===== src/design/rds_pkg.sv =====
// ----------------------------------------------------------------------------
// rds_pkg
// Shared widths, defaults, status types and helpers for the running delta
// similarity block.
// ----------------------------------------------------------------------------
package rds_pkg;

  localparam int COUNT_BITS_DEF = 32;
  localparam int FRAC_BITS_DEF  = 16;
  localparam int SAMPLE_W       = 32;
  localparam int TOT_W          = 64;
  localparam int ACC_W          = 64;
  localparam int ABS_W          = 50;
  localparam int SIM_W          = 48;
  localparam int PAIRS_W        = 32;
  localparam int MUL_B_W        = 25;

  typedef struct packed {
    logic busy;
    logic done;
  } div_stat_t;

  // Signed add that clamps at the 64 bit limits.
  function automatic logic signed [ACC_W-1:0] sat_add(
      input logic signed [ACC_W-1:0] a, input logic signed [ACC_W-1:0] b);
    logic signed [ACC_W-1:0] s;
    s = a + b;
    if (a[ACC_W-1] == b[ACC_W-1] && s[ACC_W-1] != a[ACC_W-1]) begin
      s = a[ACC_W-1] ? {1'b1, {(ACC_W-1){1'b0}}} : {1'b0, {(ACC_W-1){1'b1}}};
    end
    return s;
  endfunction

  // Unsigned add that clamps at all ones.
  function automatic logic [ABS_W-1:0] abs_add(
      input logic [ABS_W-1:0] a, input logic [ABS_W-1:0] b);
    logic [ABS_W:0] s;
    s = {1'b0, a} + {1'b0, b};
    return s[ABS_W] ? {ABS_W{1'b1}} : s[ABS_W-1:0];
  endfunction

endpackage


===== src/design/rds_div.sv =====
// ----------------------------------------------------------------------------
// rds_div
// Restoring unsigned divider, one quotient bit per cycle.
// ----------------------------------------------------------------------------
module rds_div #(
  parameter int N = 84,
  parameter int D = 76
) (
  input  logic                clk,
  input  logic                rst_n,
  input  logic                start,
  input  logic [N-1:0]        dividend,
  input  logic [D-1:0]        divisor,
  output rds_pkg::div_stat_t  stat,
  output logic [N-1:0]        quot,
  output logic                rem_nz
);

  localparam int CW = $clog2(N + 1);

  logic [N-1:0]  quo_r, quo_nxt;
  logic [D-1:0]  rem_r, rem_nxt;
  logic [D-1:0]  den_r;
  logic [CW-1:0] cnt_r;
  logic          busy_r, done_r;
  logic [D:0]    trial, diff;
  logic          ge;

  always_comb begin
    trial   = {rem_r, quo_r[N-1]};
    diff    = trial - {1'b0, den_r};
    ge      = trial >= {1'b0, den_r};
    rem_nxt = ge ? diff[D-1:0] : trial[D-1:0];
    quo_nxt = {quo_r[N-2:0], ge};
  end

  always_ff @(posedge clk) begin
    if (!rst_n) begin
      busy_r <= 1'b0;
      done_r <= 1'b0;
      cnt_r  <= '0;
    end else begin
      done_r <= 1'b0;
      if (start) begin
        busy_r <= 1'b1;
        cnt_r  <= CW'(N);
      end else if (busy_r) begin
        cnt_r <= cnt_r - 1'b1;
        if (cnt_r == CW'(1)) begin
          busy_r <= 1'b0;
          done_r <= 1'b1;
        end
      end
    end
  end

  always_ff @(posedge clk) begin
    if (start) begin
      quo_r <= dividend;
      rem_r <= '0;
      den_r <= divisor;
    end else if (busy_r) begin
      quo_r <= quo_nxt;
      rem_r <= rem_nxt;
    end
  end

  assign stat.busy = busy_r;
  assign stat.done = done_r;
  assign quot      = quo_r;
  assign rem_nz    = |rem_r;

`ifndef NO_ASSERTIONS
  a_no_restart: assert property (@(posedge clk) disable iff (!rst_n)
    start |-> !busy_r) else $error("divider restarted while busy");
  a_done_pulse: assert property (@(posedge clk) disable iff (!rst_n)
    done_r |-> !busy_r && $past(busy_r)) else $error("done without a run");
  a_done_single: assert property (@(posedge clk) disable iff (!rst_n)
    done_r |=> !done_r) else $error("done held longer than a cycle");
`endif

endmodule


===== src/design/running_delta_similarity_core.sv =====
// ----------------------------------------------------------------------------
// running_delta_similarity_core
// Running delta similarity of two Q-format sample series.
// ----------------------------------------------------------------------------
// Each input beat carries one (x, y) sample pair. The block keeps a pair
// count, running sums, absolute delta sums and a similarity accumulator, and
// answers every pair with one result beat: accumulator / (count - 1), zero for
// the first pair, and the count. All divisions go through one shared
// restoring divider of NUM_W = (34 - FRAC_BITS) + ABS_W + FRAC_BITS = 84 bits
// at the default widths, one quotient bit a cycle, and each divider pass also
// takes an issue and a done step. A pair with both deltas nonzero makes four
// passes (mean of x, mean of y, the ratio of scaled deltas, the final
// average) plus the delta, compare, update and output steps and four
// multiply steps. A pair with a zero delta skips the multiply, compare and
// ratio steps; the first pair also skips the final average. in_stall is
// high while a pair is in work, and a finished result that finds the output
// register still full holds the block until the waiting beat leaves. A
// finished result waits in the output register and the next pair is taken
// meanwhile. When the count has saturated a pair is dropped and the result
// is reported from the held state.
// ----------------------------------------------------------------------------
module running_delta_similarity_core #(
  parameter int COUNT_BITS = rds_pkg::COUNT_BITS_DEF,
  parameter int FRAC_BITS  = rds_pkg::FRAC_BITS_DEF
) (
  input  logic                                   clk,
  input  logic                                   rst_n,
  input  logic                                   in_valid,
  output logic                                   in_stall,
  input  logic signed [rds_pkg::SAMPLE_W-1:0]    in_sample_x,
  input  logic signed [rds_pkg::SAMPLE_W-1:0]    in_sample_y,
  output logic                                   out_valid,
  input  logic                                   out_stall,
  output logic signed [rds_pkg::SIM_W-1:0]       out_similarity,
  output logic [rds_pkg::PAIRS_W-1:0]            out_pairs_seen
);

  localparam int TW    = rds_pkg::TOT_W;
  localparam int AW    = rds_pkg::ACC_W;
  localparam int BW    = rds_pkg::ABS_W;
  localparam int MB    = rds_pkg::MUL_B_W;
  localparam int MAG_W = 34 - FRAC_BITS;           // |delta| width
  localparam int DEN_W = MAG_W + BW;               // scaled delta width
  localparam int NUM_W = DEN_W + FRAC_BITS;        // divider width
  localparam int DW    = TW + 2;                   // delta arithmetic width
  localparam int SW    = rds_pkg::SIM_W;

  typedef enum logic [3:0] {
    ST_IDLE, ST_DX, ST_DY, ST_DELTA, ST_MUL, ST_CMP, ST_RATIO, ST_UPD,
    ST_FIN, ST_OUT
  } state_t;

  state_t state_r;

  logic [COUNT_BITS-1:0]    count_r;
  logic signed [TW-1:0]     tot_x_r, tot_y_r;
  logic [BW-1:0]            abs_x_r, abs_y_r;
  logic signed [AW-1:0]     acc_r, m_r;
  logic signed [rds_pkg::SAMPLE_W-1:0] sx_r, sy_r;
  logic signed [TW-1:0]     qx_r, qy_r;
  logic                     rx_r, ry_r;
  logic [MAG_W-1:0]         dmx_r, dmy_r;
  logic                     dnx_r, dny_r;
  logic [DEN_W-1:0]         px_r, py_r;
  logic [1:0]               mstep_r;
  logic                     xg_r;
  logic                     go_r;
  logic                     out_valid_r;
  logic signed [SW-1:0]     sim_r, out_sim_r;
  logic [rds_pkg::PAIRS_W-1:0] out_pairs_r;

  // Shared divider
  rds_pkg::div_stat_t       dstat;
  logic [NUM_W-1:0]         div_a, quot;
  logic [DEN_W-1:0]         div_b;
  logic                     rem_nz;

  logic                     in_acc, out_acc, count_full;
  logic [TW-1:0]            mag_tx, mag_ty, mag_acc;
  logic signed [TW-1:0]     q_floor;
  logic [MAG_W-1:0]         dm_x, dm_y;
  logic                     dn_x, dn_y;
  logic [BW-1:0]            ax_e, ay_e;
  logic [MAG_W-1:0]         mul_a;
  logic [BW-1:0]            mul_bf;
  logic [MB-1:0]            mul_b;
  logic [MAG_W+MB-1:0]      prod;
  logic [TW-1:0]            rmag;
  logic signed [SW-1:0]     sim_fin;
  logic [TW-1:0]            qf;

  assign in_acc     = in_valid && !in_stall;
  assign out_acc    = out_valid_r && !out_stall;
  assign in_stall   = (state_r != ST_IDLE);
  assign count_full = (count_r == {COUNT_BITS{1'b1}});

  assign mag_tx  = tot_x_r[TW-1] ? TW'(-tot_x_r) : TW'(tot_x_r);
  assign mag_ty  = tot_y_r[TW-1] ? TW'(-tot_y_r) : TW'(tot_y_r);
  assign mag_acc = acc_r[AW-1] ? TW'(-acc_r) : TW'(acc_r);

  // Route operands to the divider by phase
  always_comb begin
    case (state_r)
      ST_DX: begin
        div_a = NUM_W'(mag_tx);
        div_b = DEN_W'(count_r);
      end
      ST_DY: begin
        div_a = NUM_W'(mag_ty);
        div_b = DEN_W'(count_r);
      end
      ST_RATIO: begin
        div_a = {(xg_r ? py_r : px_r), {FRAC_BITS{1'b0}}};
        div_b = xg_r ? px_r : py_r;
      end
      ST_FIN: begin
        div_a = NUM_W'(mag_acc);
        div_b = DEN_W'(count_r - 1'b1);
      end
      default: begin
        div_a = '0;
        div_b = '0;
      end
    endcase
  end

  rds_div #(.N(NUM_W), .D(DEN_W)) u_div (
    .clk      (clk),
    .rst_n    (rst_n),
    .start    (go_r),
    .dividend (div_a),
    .divisor  (div_b),
    .stat     (dstat),
    .quot     (quot),
    .rem_nz   (rem_nz)
  );

  // Floor of the mean from the truncated magnitude quotient
  always_comb begin
    logic neg;
    logic [TW-1:0] q0;
    neg = (state_r == ST_DX) ? tot_x_r[TW-1] : tot_y_r[TW-1];
    q0  = quot[TW-1:0];
    if (!neg)        q_floor = q0;
    else if (rem_nz) q_floor = ~q0;
    else             q_floor = -q0;
  end

  // Round half away from zero of sample minus floor(mean)
  function automatic logic [MAG_W:0] round_delta(
      input logic signed [rds_pkg::SAMPLE_W-1:0] s,
      input logic signed [TW-1:0] q, input logic rnz);
    logic signed [DW-1:0] d, e, half;
    half = DW'(1) <<< (FRAC_BITS - 1);
    d    = DW'(s) - DW'(q);
    if (d > 0) begin
      e = d + half - DW'(rnz);
      return {1'b0, e[FRAC_BITS +: MAG_W]};
    end else begin
      e = half - d;
      return {d[DW-1], e[FRAC_BITS +: MAG_W]};
    end
  endfunction

  always_comb begin
    {dn_x, dm_x} = round_delta(sx_r, qx_r, rx_r);
    {dn_y, dm_y} = round_delta(sy_r, qy_r, ry_r);
  end

  // Scale each delta by the other series' absolute sum, 25 bits a step
  assign ax_e   = (abs_x_r == '0) ? BW'(1) : abs_x_r;
  assign ay_e   = (abs_y_r == '0) ? BW'(1) : abs_y_r;
  assign mul_a  = mstep_r[1] ? dmy_r : dmx_r;
  assign mul_bf = mstep_r[1] ? ax_e : ay_e;
  assign mul_b  = mstep_r[0] ? mul_bf[BW-1:MB] : mul_bf[MB-1:0];
  assign prod   = (MAG_W+MB)'(mul_a) * (MAG_W+MB)'(mul_b);

  // Ratio magnitude, clamped where the quotient reaches bit 63
  assign rmag = (|quot[NUM_W-1:TW-1]) ? {1'b0, {(TW-1){1'b1}}} : {1'b0, quot[TW-2:0]};

  // Final average, clamped to the result width
  assign qf = quot[TW-1:0];
  always_comb begin
    if (!acc_r[AW-1]) begin
      sim_fin = (qf > TW'({1'b0, {(SW-1){1'b1}}})) ? {1'b0, {(SW-1){1'b1}}}
                                                   : qf[SW-1:0];
    end else begin
      sim_fin = (qf >= (TW'(1) << (SW-1))) ? {1'b1, {(SW-1){1'b0}}}
                                           : -qf[SW-1:0];
    end
  end

  // Sequencer
  always_ff @(posedge clk) begin
    if (!rst_n) begin
      state_r     <= ST_IDLE;
      go_r        <= 1'b0;
      out_valid_r <= 1'b0;
      count_r     <= '0;
      tot_x_r     <= '0;
      tot_y_r     <= '0;
      abs_x_r     <= '0;
      abs_y_r     <= '0;
      acc_r       <= '0;
      mstep_r     <= '0;
    end else begin
      go_r <= 1'b0;
      // Drop the beat once taken, unless a new one replaces it this cycle
      if (out_acc && state_r != ST_OUT) out_valid_r <= 1'b0;
      case (state_r)
        ST_IDLE: begin
          if (in_acc) begin
            if (count_full) begin
              // Drop the pair, report from held state
              state_r <= ST_FIN;
              go_r    <= 1'b1;
            end else begin
              count_r <= count_r + 1'b1;
              tot_x_r <= tot_x_r + TW'(in_sample_x);
              tot_y_r <= tot_y_r + TW'(in_sample_y);
              sx_r    <= in_sample_x;
              sy_r    <= in_sample_y;
              state_r <= ST_DX;
              go_r    <= 1'b1;
            end
          end
        end
        ST_DX: begin
          if (dstat.done) begin
            qx_r    <= q_floor;
            rx_r    <= rem_nz;
            state_r <= ST_DY;
            go_r    <= 1'b1;
          end
        end
        ST_DY: begin
          if (dstat.done) begin
            qy_r    <= q_floor;
            ry_r    <= rem_nz;
            state_r <= ST_DELTA;
          end
        end
        ST_DELTA: begin
          dmx_r <= dm_x;
          dmy_r <= dm_y;
          dnx_r <= dn_x;
          dny_r <= dn_y;
          if (dm_x != '0 && dm_y != '0) begin
            mstep_r <= '0;
            state_r <= ST_MUL;
          end else begin
            m_r <= (dm_x == '0 && dm_y == '0 && count_r > COUNT_BITS'(1))
                   ? (AW'(1) <<< FRAC_BITS) : '0;
            state_r <= ST_UPD;
          end
        end
        ST_MUL: begin
          case (mstep_r)
            2'd0:    px_r <= DEN_W'(prod);
            2'd1:    px_r <= px_r + (DEN_W'(prod) << MB);
            2'd2:    py_r <= DEN_W'(prod);
            default: py_r <= py_r + (DEN_W'(prod) << MB);
          endcase
          mstep_r <= mstep_r + 1'b1;
          if (mstep_r == 2'd3) state_r <= ST_CMP;
        end
        ST_CMP: begin
          // Pick the larger scaled delta as divisor
          if (dnx_r != dny_r)  xg_r <= !dnx_r;
          else if (!dnx_r)     xg_r <= (px_r > py_r);
          else                 xg_r <= (py_r > px_r);
          state_r <= ST_RATIO;
          go_r    <= 1'b1;
        end
        ST_RATIO: begin
          if (dstat.done) begin
            m_r     <= (dnx_r != dny_r) ? -AW'(rmag) : AW'(rmag);
            state_r <= ST_UPD;
          end
        end
        ST_UPD: begin
          acc_r   <= rds_pkg::sat_add(acc_r, m_r);
          abs_x_r <= rds_pkg::abs_add(abs_x_r, BW'(dmx_r));
          abs_y_r <= rds_pkg::abs_add(abs_y_r, BW'(dmy_r));
          if (count_r >= COUNT_BITS'(2)) begin
            state_r <= ST_FIN;
            go_r    <= 1'b1;
          end else begin
            sim_r   <= '0;
            state_r <= ST_OUT;
          end
        end
        ST_FIN: begin
          if (dstat.done) begin
            sim_r   <= sim_fin;
            state_r <= ST_OUT;
          end
        end
        ST_OUT: begin
          // Hold until the output register is free
          if (!out_valid_r || !out_stall) begin
            out_valid_r <= 1'b1;
            out_sim_r   <= sim_r;
            out_pairs_r <= rds_pkg::PAIRS_W'(count_r);
            state_r     <= ST_IDLE;
          end
        end
        default: state_r <= ST_IDLE;
      endcase
    end
  end

  assign out_valid      = out_valid_r;
  assign out_similarity = out_sim_r;
  assign out_pairs_seen = out_pairs_r;

`ifndef NO_ASSERTIONS
  a_count_step: assert property (@(posedge clk) disable iff (!rst_n)
    in_acc && !count_full |=> count_r == $past(count_r) + 1'b1)
    else $error("pair count did not advance");
  a_full_holds: assert property (@(posedge clk) disable iff (!rst_n)
    in_acc && count_full |=> $stable(tot_x_r) && $stable(tot_y_r) && $stable(acc_r))
    else $error("dropped pair changed state");
  a_div_free: assert property (@(posedge clk) disable iff (!rst_n)
    go_r |-> !dstat.busy) else $error("divider issued while busy");
  a_out_free: assert property (@(posedge clk) disable iff (!rst_n)
    state_r == ST_OUT && out_valid_r && out_stall |=> state_r == ST_OUT)
    else $error("result overwrote a waiting beat");
`endif

endmodule

===== config.mk =====
export PLATFORM = sky130hd
export DESIGN_NAME = running_delta_similarity_core
export DESIGN_NICKNAME = d
export VERILOG_FILES = /design/src/design/rds_pkg.sv /design/src/design/rds_div.sv /design/src/design/running_delta_similarity_core.sv
export SDC_FILE = /design/constraint.sdc
export NUM_CORES = 2
export LEC_CHECK = 0
export BUFFER_PORTS_ARGS = -buffer_cell sky130_fd_sc_hd__buf_2
export CAP_MARGIN = 20
export CORE_AREA = 2 2 765 386
export CTS_CLUSTER_SIZE = 16
export DETAILED_ROUTE_END_ITERATION = 10
export DIE_AREA = 0 0 767 388
export GPL_ROUTABILITY_DRIVEN = 0
export GPL_TIMING_DRIVEN = 0
export PLACE_DENSITY_LB_ADDON = 0.25
export SLEW_MARGIN = 10
export SYNTH_ARGS = -nofsm -noshare
export SYNTH_HDL_FRONTEND = slang
export SYNTH_SLANG_ARGS = --single-unit

===== constraint.sdc =====
create_clock -name clk -period 17.25 [get_ports clk]
set_input_delay 2.5875 -clock clk [delete_from_list [all_inputs] [get_ports clk]]
set_output_delay 2.5875 -clock clk [all_outputs]
set_load 0.01 [all_outputs]

Yosys cells after proc, flatten, opt, wreduce, memory -nomap -nowiden
Cells that the tools add are included.

Multipliers: 1. Multiplexer cells: 66. Eq/ne operators: 28. Bitwise gates (word level): 5. Reduce and logical (&&, ||, !) cells: 45. Add/subtract/negate cells: 26. Order comparisons: 9.

Operators with widths (count): 64-bit 2-to-1 mux (10); 84-bit case mux with 4 select lines (1); 68-bit case mux with 2 select lines (2); 64-bit negation (4); 50-bit 2-to-1 mux (5); 48-bit 2-to-1 mux (5); 68-bit 2-to-1 mux (3); 68-bit case mux with 3 select lines (1); 84-bit 2-to-1 mux (2); 68-bit adder (2); 68-bit > comparator (2); 65-bit by 1-bit > comparator with 1-bit output, second input constant (2); 32-bit by 64-bit subtractor with 65-bit output (2); 64-bit by 32-bit adder with 64-bit output (2); 64-bit case mux with 2 select lines (1); 50-bit by 18-bit adder with 51-bit output (2); 50-bit zero test (2); 48-bit case mux with 2 select lines (1); 69-bit by 68-bit greater-or-equal comparator with 1-bit output (1); 34-bit by 17-bit adder with 34-bit output, second input constant (2); 68-bit OR reduction (1); 17-bit by 34-bit subtractor with 34-bit output, first input constant (2); 34-bit by 1-bit subtractor with 34-bit output (2); 68-bit subtractor (1); other kinds (54) (122).

Logic and storage cells: 214. Register bits: 1122. Output and inout port bits: 82.

Depth between registers and ports, before layout
Depth in word-level cells: 10. Depth in mapped cells: 47. Depth with buffers taken out: 46.

By module
Synthesis repeated with hierarchy kept, for this count alone.

Cell total of the unflattened synthesis: 11966. Area total of the unflattened synthesis: 101986.6 µm².

Modules (own cells, without submodules): running_delta_similarity_core (area an instance 88373.5 µm², cells an instance 10576, times used 1); rds_div (area an instance 13613.1 µm², cells an instance 1390, times used 1).

Least setup slack after synthesis
No wires, ideal clock.

Path kind: flip-flop to flip-flop. Start point: register abs_x_r[23]. End point: register px_r[67] (data pin). Data required time: 16.995 ns. Setup time: 0.255 ns. Cell stages (with the launch flop): 46. Setup slack: 6.847 ns. Buffers on the path: 3. Data arrival time: 10.148 ns. Path through: dfxtp_1 -> clkbuf_1 -> nor4_1 -> nand4_1 -> o41ai_1 -> clkbuf_1 -> buf_1 -> o22a_1 -> nor2_1 -> fa_1 -> inv_1 -> fa_1 -> fa_1 -> inv_1 -> fa_1 -> fa_1 -> inv_1 -> fa_1 -> [10 not listed] -> o21a_1 -> nor2_1 -> o21bai_1 -> a21oi_1 -> xnor2_1 -> ha_1 -> a21o_1 -> a21oi_1 -> o21bai_1 -> a21oi_1 -> nor2b_1 -> a211o_1 -> nand2_1 -> nand2_1 -> a31o_2 -> o31ai_1 -> xnor2_1 -> and2_1.

Cells in the longest elaborated chain, start to end: 7.

Ends and longest elaborated chain: start, declared (RTL line running_delta_similarity_core.sv:57) `logic [BW-1:0] abs_x_r, abs_y_r;`; start signal, assigned (RTL line running_delta_similarity_core.sv:283) `abs_x_r <= rds_pkg::abs_add(abs_x_r, BW'(dmx_r));`; 50-bit zero test (RTL line running_delta_similarity_core.sv:171) `assign ax_e = (abs_x_r == '0) ? BW'(1) : abs_x_r;`; 50-bit 2-to-1 mux (*) (RTL line running_delta_similarity_core.sv:171); 50-bit 2-to-1 mux (*) (RTL line running_delta_similarity_core.sv:174) `assign mul_bf = mstep_r[1] ? ax_e : ay_e;`; 25-bit 2-to-1 mux (*) (RTL line running_delta_similarity_core.sv:175) `assign mul_b = mstep_r[0] ? mul_bf[BW-1:MB] : mul_bf[MB-1:0];`; 18-bit by 25-bit multiplier with 43-bit output (*) (RTL line running_delta_similarity_core.sv:176) `assign prod = (MAG_W+MB)'(mul_a) * (MAG_W+MB)'(mul_b);`; 68-bit adder (*) (RTL line running_delta_similarity_core.sv:260) `2'd1: px_r <= px_r + (DEN_W'(prod) << MB);`; 68-bit case mux with 2 select lines (*) (RTL line running_delta_similarity_core.sv:258) `case (mstep_r)`; end signal, assigned (RTL line running_delta_similarity_core.sv:259) `2'd0: px_r <= DEN_W'(prod);`; end signal, assigned (RTL line running_delta_similarity_core.sv:260); end, declared (RTL line running_delta_similarity_core.sv:64) `logic [DEN_W-1:0] px_r, py_r;`.

Every way passes the cells marked *; elsewhere a longest branch is shown, timed or not. A chain may end at the register's enable or synchronous reset.

Final worst setup path
Start point: register mstep_r[0]. End point: register px_r[67] (data pin).

Cells in the longest elaborated chain, start to end: 4.

Ends and longest elaborated chain: start, declared (RTL line running_delta_similarity_core.sv:65) `logic [1:0] mstep_r;`; start signal, assigned (RTL line running_delta_similarity_core.sv:264) `mstep_r <= mstep_r + 1'b1;`; 25-bit 2-to-1 mux (RTL line running_delta_similarity_core.sv:175); 18-bit by 25-bit multiplier with 43-bit output (RTL line running_delta_similarity_core.sv:176); 68-bit adder (RTL line running_delta_similarity_core.sv:260); 68-bit case mux with 2 select lines (*) (RTL line running_delta_similarity_core.sv:258).

Marked as above.

==> key figures <==
Clock network
  – TritonCTS buffer count: 116
  – Postcts setup bufs: 0
  – Clk sink count: 1122
  – Worst-path clk slew: 0.07 ns
  – H-tree levels: 3
  – Clock Latency Late Sink: 0.79 ns
  – Gates resized, CTS repair: 0
  – CTS tree: yes
  – Clock tree buffer depth: 3
  – Root Driver: clkbuf_16
  – Hold buffers post-CTS: 0

Floorplanning
  – Die width: 767 um
  – Die area: 298000 sq um
  – Top Ports: 150
  – Initial core utilization: 0.349
  – Height of the die: 388 um
  – Num rows: 140
  – Core area: 290000 sq um

Critical path
  – Element type at the critical path start: register
  – CP max stage cell: o311ai_0
  – Kind of critical path: reg -> reg
  – Worst EP arrival: 13.94 ns
  – Critical Path RT: 17.80 ns
  – Crit-path max FO: 10
  – CP peak stage delay: 0.74 ns
  – Endpoint class of the critical path: register
  – Most used cell, CP: fa_1

STA
  – Setup tns final: 0 ns
  – Setup violations, final: 0
  – Max-slew headroom at the worst pin: 0.175
  – Fin. Hold Viols: 0
  – Layout Skew: 0.0352 ns
  – Fmax: 74.7 MHz
  – Tmin final: 13.39 ns
  – Worst Max-Slew Pin Slew: 1.24 ns
  – RSZ-0062 raised after global routing: no
  – Pins over their slew limit: 0
  – Final Cycle Share: 0.776

Finish
  – Layout cells sized above 1: 0.0474
  – Layout area overhead: 10.8%
  – Final instance area: 112000 sq um
  – Fin nets: 13600

Synth
  – Fraction of registers with async set/reset: 0
  – Post-synth top area share: 0.211
  – Distinct cells, synth: 91
  – Post-Synthesis Cells: 12000
  – Yosys warnings: 0
  – Post-synthesis register bit count: 1122
  – Synth top area cells: edfxtp_1 21%, ha_1 10%, dfxtp_1 8.1%, fa_1 7.5%, a21oi_1 5.0%
  – Top-count cell post-synth: nand2_1
  – Post-synth EDFFs: 713
  – Main flop type after synthesis: edfxtp_1
  – Top cells by count, synth: 1232 x nand2_1, 1040 x nor2_1, 1015 x inv_1
  – Net Count, Synth: 13200
  – Post-synthesis instance area: 101000 sq um
  – Sequential area share after synthesis: 0.292
  – Avg Inst Size Synth: 8.47 sq um
  – Synth area leader: edfxtp_1

Power
  – Leakage: 48.0 nW
  – VDD IR max: 0.0000895 V
  – PwrDens: 113 nW/um^2

Outcome
  – Outcome: completed

Global routing
  – Total GRT Usage: 0.261
  – First-pass GRT wire length: 586 mm
  – GRT overflow: 0
  – Vias in the first global route: 88200
  – Initial antenna violation count: 41
  – Pin count of the biggest net entering global routing: 65

Routing
  – Routed length per instance: 24.9 um
  – DR pass1 iterations: 9
  – Residual DRC count: 0
  – Vias: 94400
  – DR vias/cell: 5.79
  – Total Wirelength: 406 mm
  – Iter 0 DRT Violations: 11100
  – Final antenna-violating net count: 0

Worst hold path
  – Worst Hold Class: reg -> reg

Flow run
  – Max Cap Violations: 0

Placement
  – DP HPWL: 330 mm
  – Area post-placement: 108000 sq um
  – Port buffer count: 149
metal layers:
metal,global-route usage,share of wire,vias up
met5,0.00239,0.0013,-
met4,0.120,0.054,22
met3,0.0744,0.11,915
met2,0.388,0.42,4732
met1,0.351,0.42,45700
li1,-,-,43000
critical path, delay by kind of cell, from the launching register on:
family                   cells  cell delay, ns
AO/OA/AOI/OAI               14            3.78
XOR/XNOR                     2            0.85
adder cells (fa/ha/maj)      8            3.91
buffers and inverters        8            2.69
flip-flops                   1            0.39
multiplexers                 1            0.23
AND/OR/NAND/NOR              9            1.27
metrics by stage:
step	instances	total power, W	hold slack [ns]	util	setup WS, ns
2_1_floorplan	12000	0.00762	0.400	-	6.85
3_3_place_gp	16000	0.00959	0.403	0.368	4.01
3_5_place_dp	16100	0.00965	0.405	0.372	4.19
4_1_cts	16300	0.0125	0.419	0.386	4.16
5_1_grt	16300	0.0133	0.423	0.386	3.34
6_report	16300	0.0127	0.416	0.387	3.86
where the power goes:
part / switching (W) / leakage (nW) / internal [W]
Sequential: 0.000471 / 10.1 / 0.00337
Combinational: 0.00401 / 35.8 / 0.00202
Clock: 0.00125 / 2.07 / 0.00162
flip-flops by register name, indices dropped and copies added (netlist names), 4 cells and up:
register        count
dmx_r              18
abs_x_r            50
tot_y_r            64
out_similarity     48
qy_r               64
out_pairs_seen     32
sy_r               32
count_r            32
u_div.rem_r        68
m_r                64
py_r               68
dmy_r              18
state_r             4
acc_r              64
u_div.cnt_r         7
tot_x_r            64
abs_y_r            50
qx_r               64
px_r               68
u_div.quot         84
sim_r              48
u_div.den_r        68
sx_r               32
cells by family (layout without fill, tap and decap cells):
| logic type | count (synthesis) | after routing | synth area share |
|---|---|---|---|
| flip-flops | 1122 | 1122 | 0.292 |
| AND/OR/NAND/NOR | 3742 | 3742 | 0.174 |
| XOR/XNOR | 878 | 878 | 0.0759 |
| buffers and inverters | 1586 | 2016 | 0.0589 |
| adder cells (fa/ha/maj) | 1215 | 1215 | 0.178 |
| multiplexers | 278 | 278 | 0.0280 |
| other | 0 | 16 | 0 |
| AO/OA/AOI/OAI | 3141 | 3141 | 0.193 |
cell type report:
| cell class | instances | area [sq um] |
|---|---|---|
| diodes | 16 | 40.0 |
| plain buffers | 567 | 2150 |
| clock buffers | 136 | 3110 |
| clock inverters | 82 | 1110 |
| fillers | 29800 | 178000 |
| inverters | 1019 | 3830 |
| multi-input cells | 9254 | 65900 |
| flip-flops and latches | 1122 | 29600 |
| well taps | 3905 | 4890 |
| repair buffers | 212 | 1630 |
cells in the final DEF, fill, tap and decap left out, types with 324 or more instances in the layout:
cell / n
edfxtp_1: 713
inv_1: 1013
a21oi_1: 1007
nor2_1: 1035
nand2_1: 1232
ha_1: 837
clkbuf_1: 522
xnor2_1: 473
fa_1: 378
a21o_1: 324
o21ai_0: 726
xor2_1: 405
dfxtp_1: 408
final timing paths:
| kind | start | end | slack (ns) | depth (start not counted) |
|---|---|---|---|---|
| worst max-delay path | mstep_r[0] | px_r[67] | 3.86 | 42 |
| worst max register to register | mstep_r[0] | px_r[67] | 3.86 | 42 |
| worst min register to register | sim_r[29] | out_similarity[29] | 0.42 | 0 |
| worst min-delay path | sim_r[29] | out_similarity[29] | 0.42 | 0 |
No activity file was read; power rests on OpenSTA's default activity.
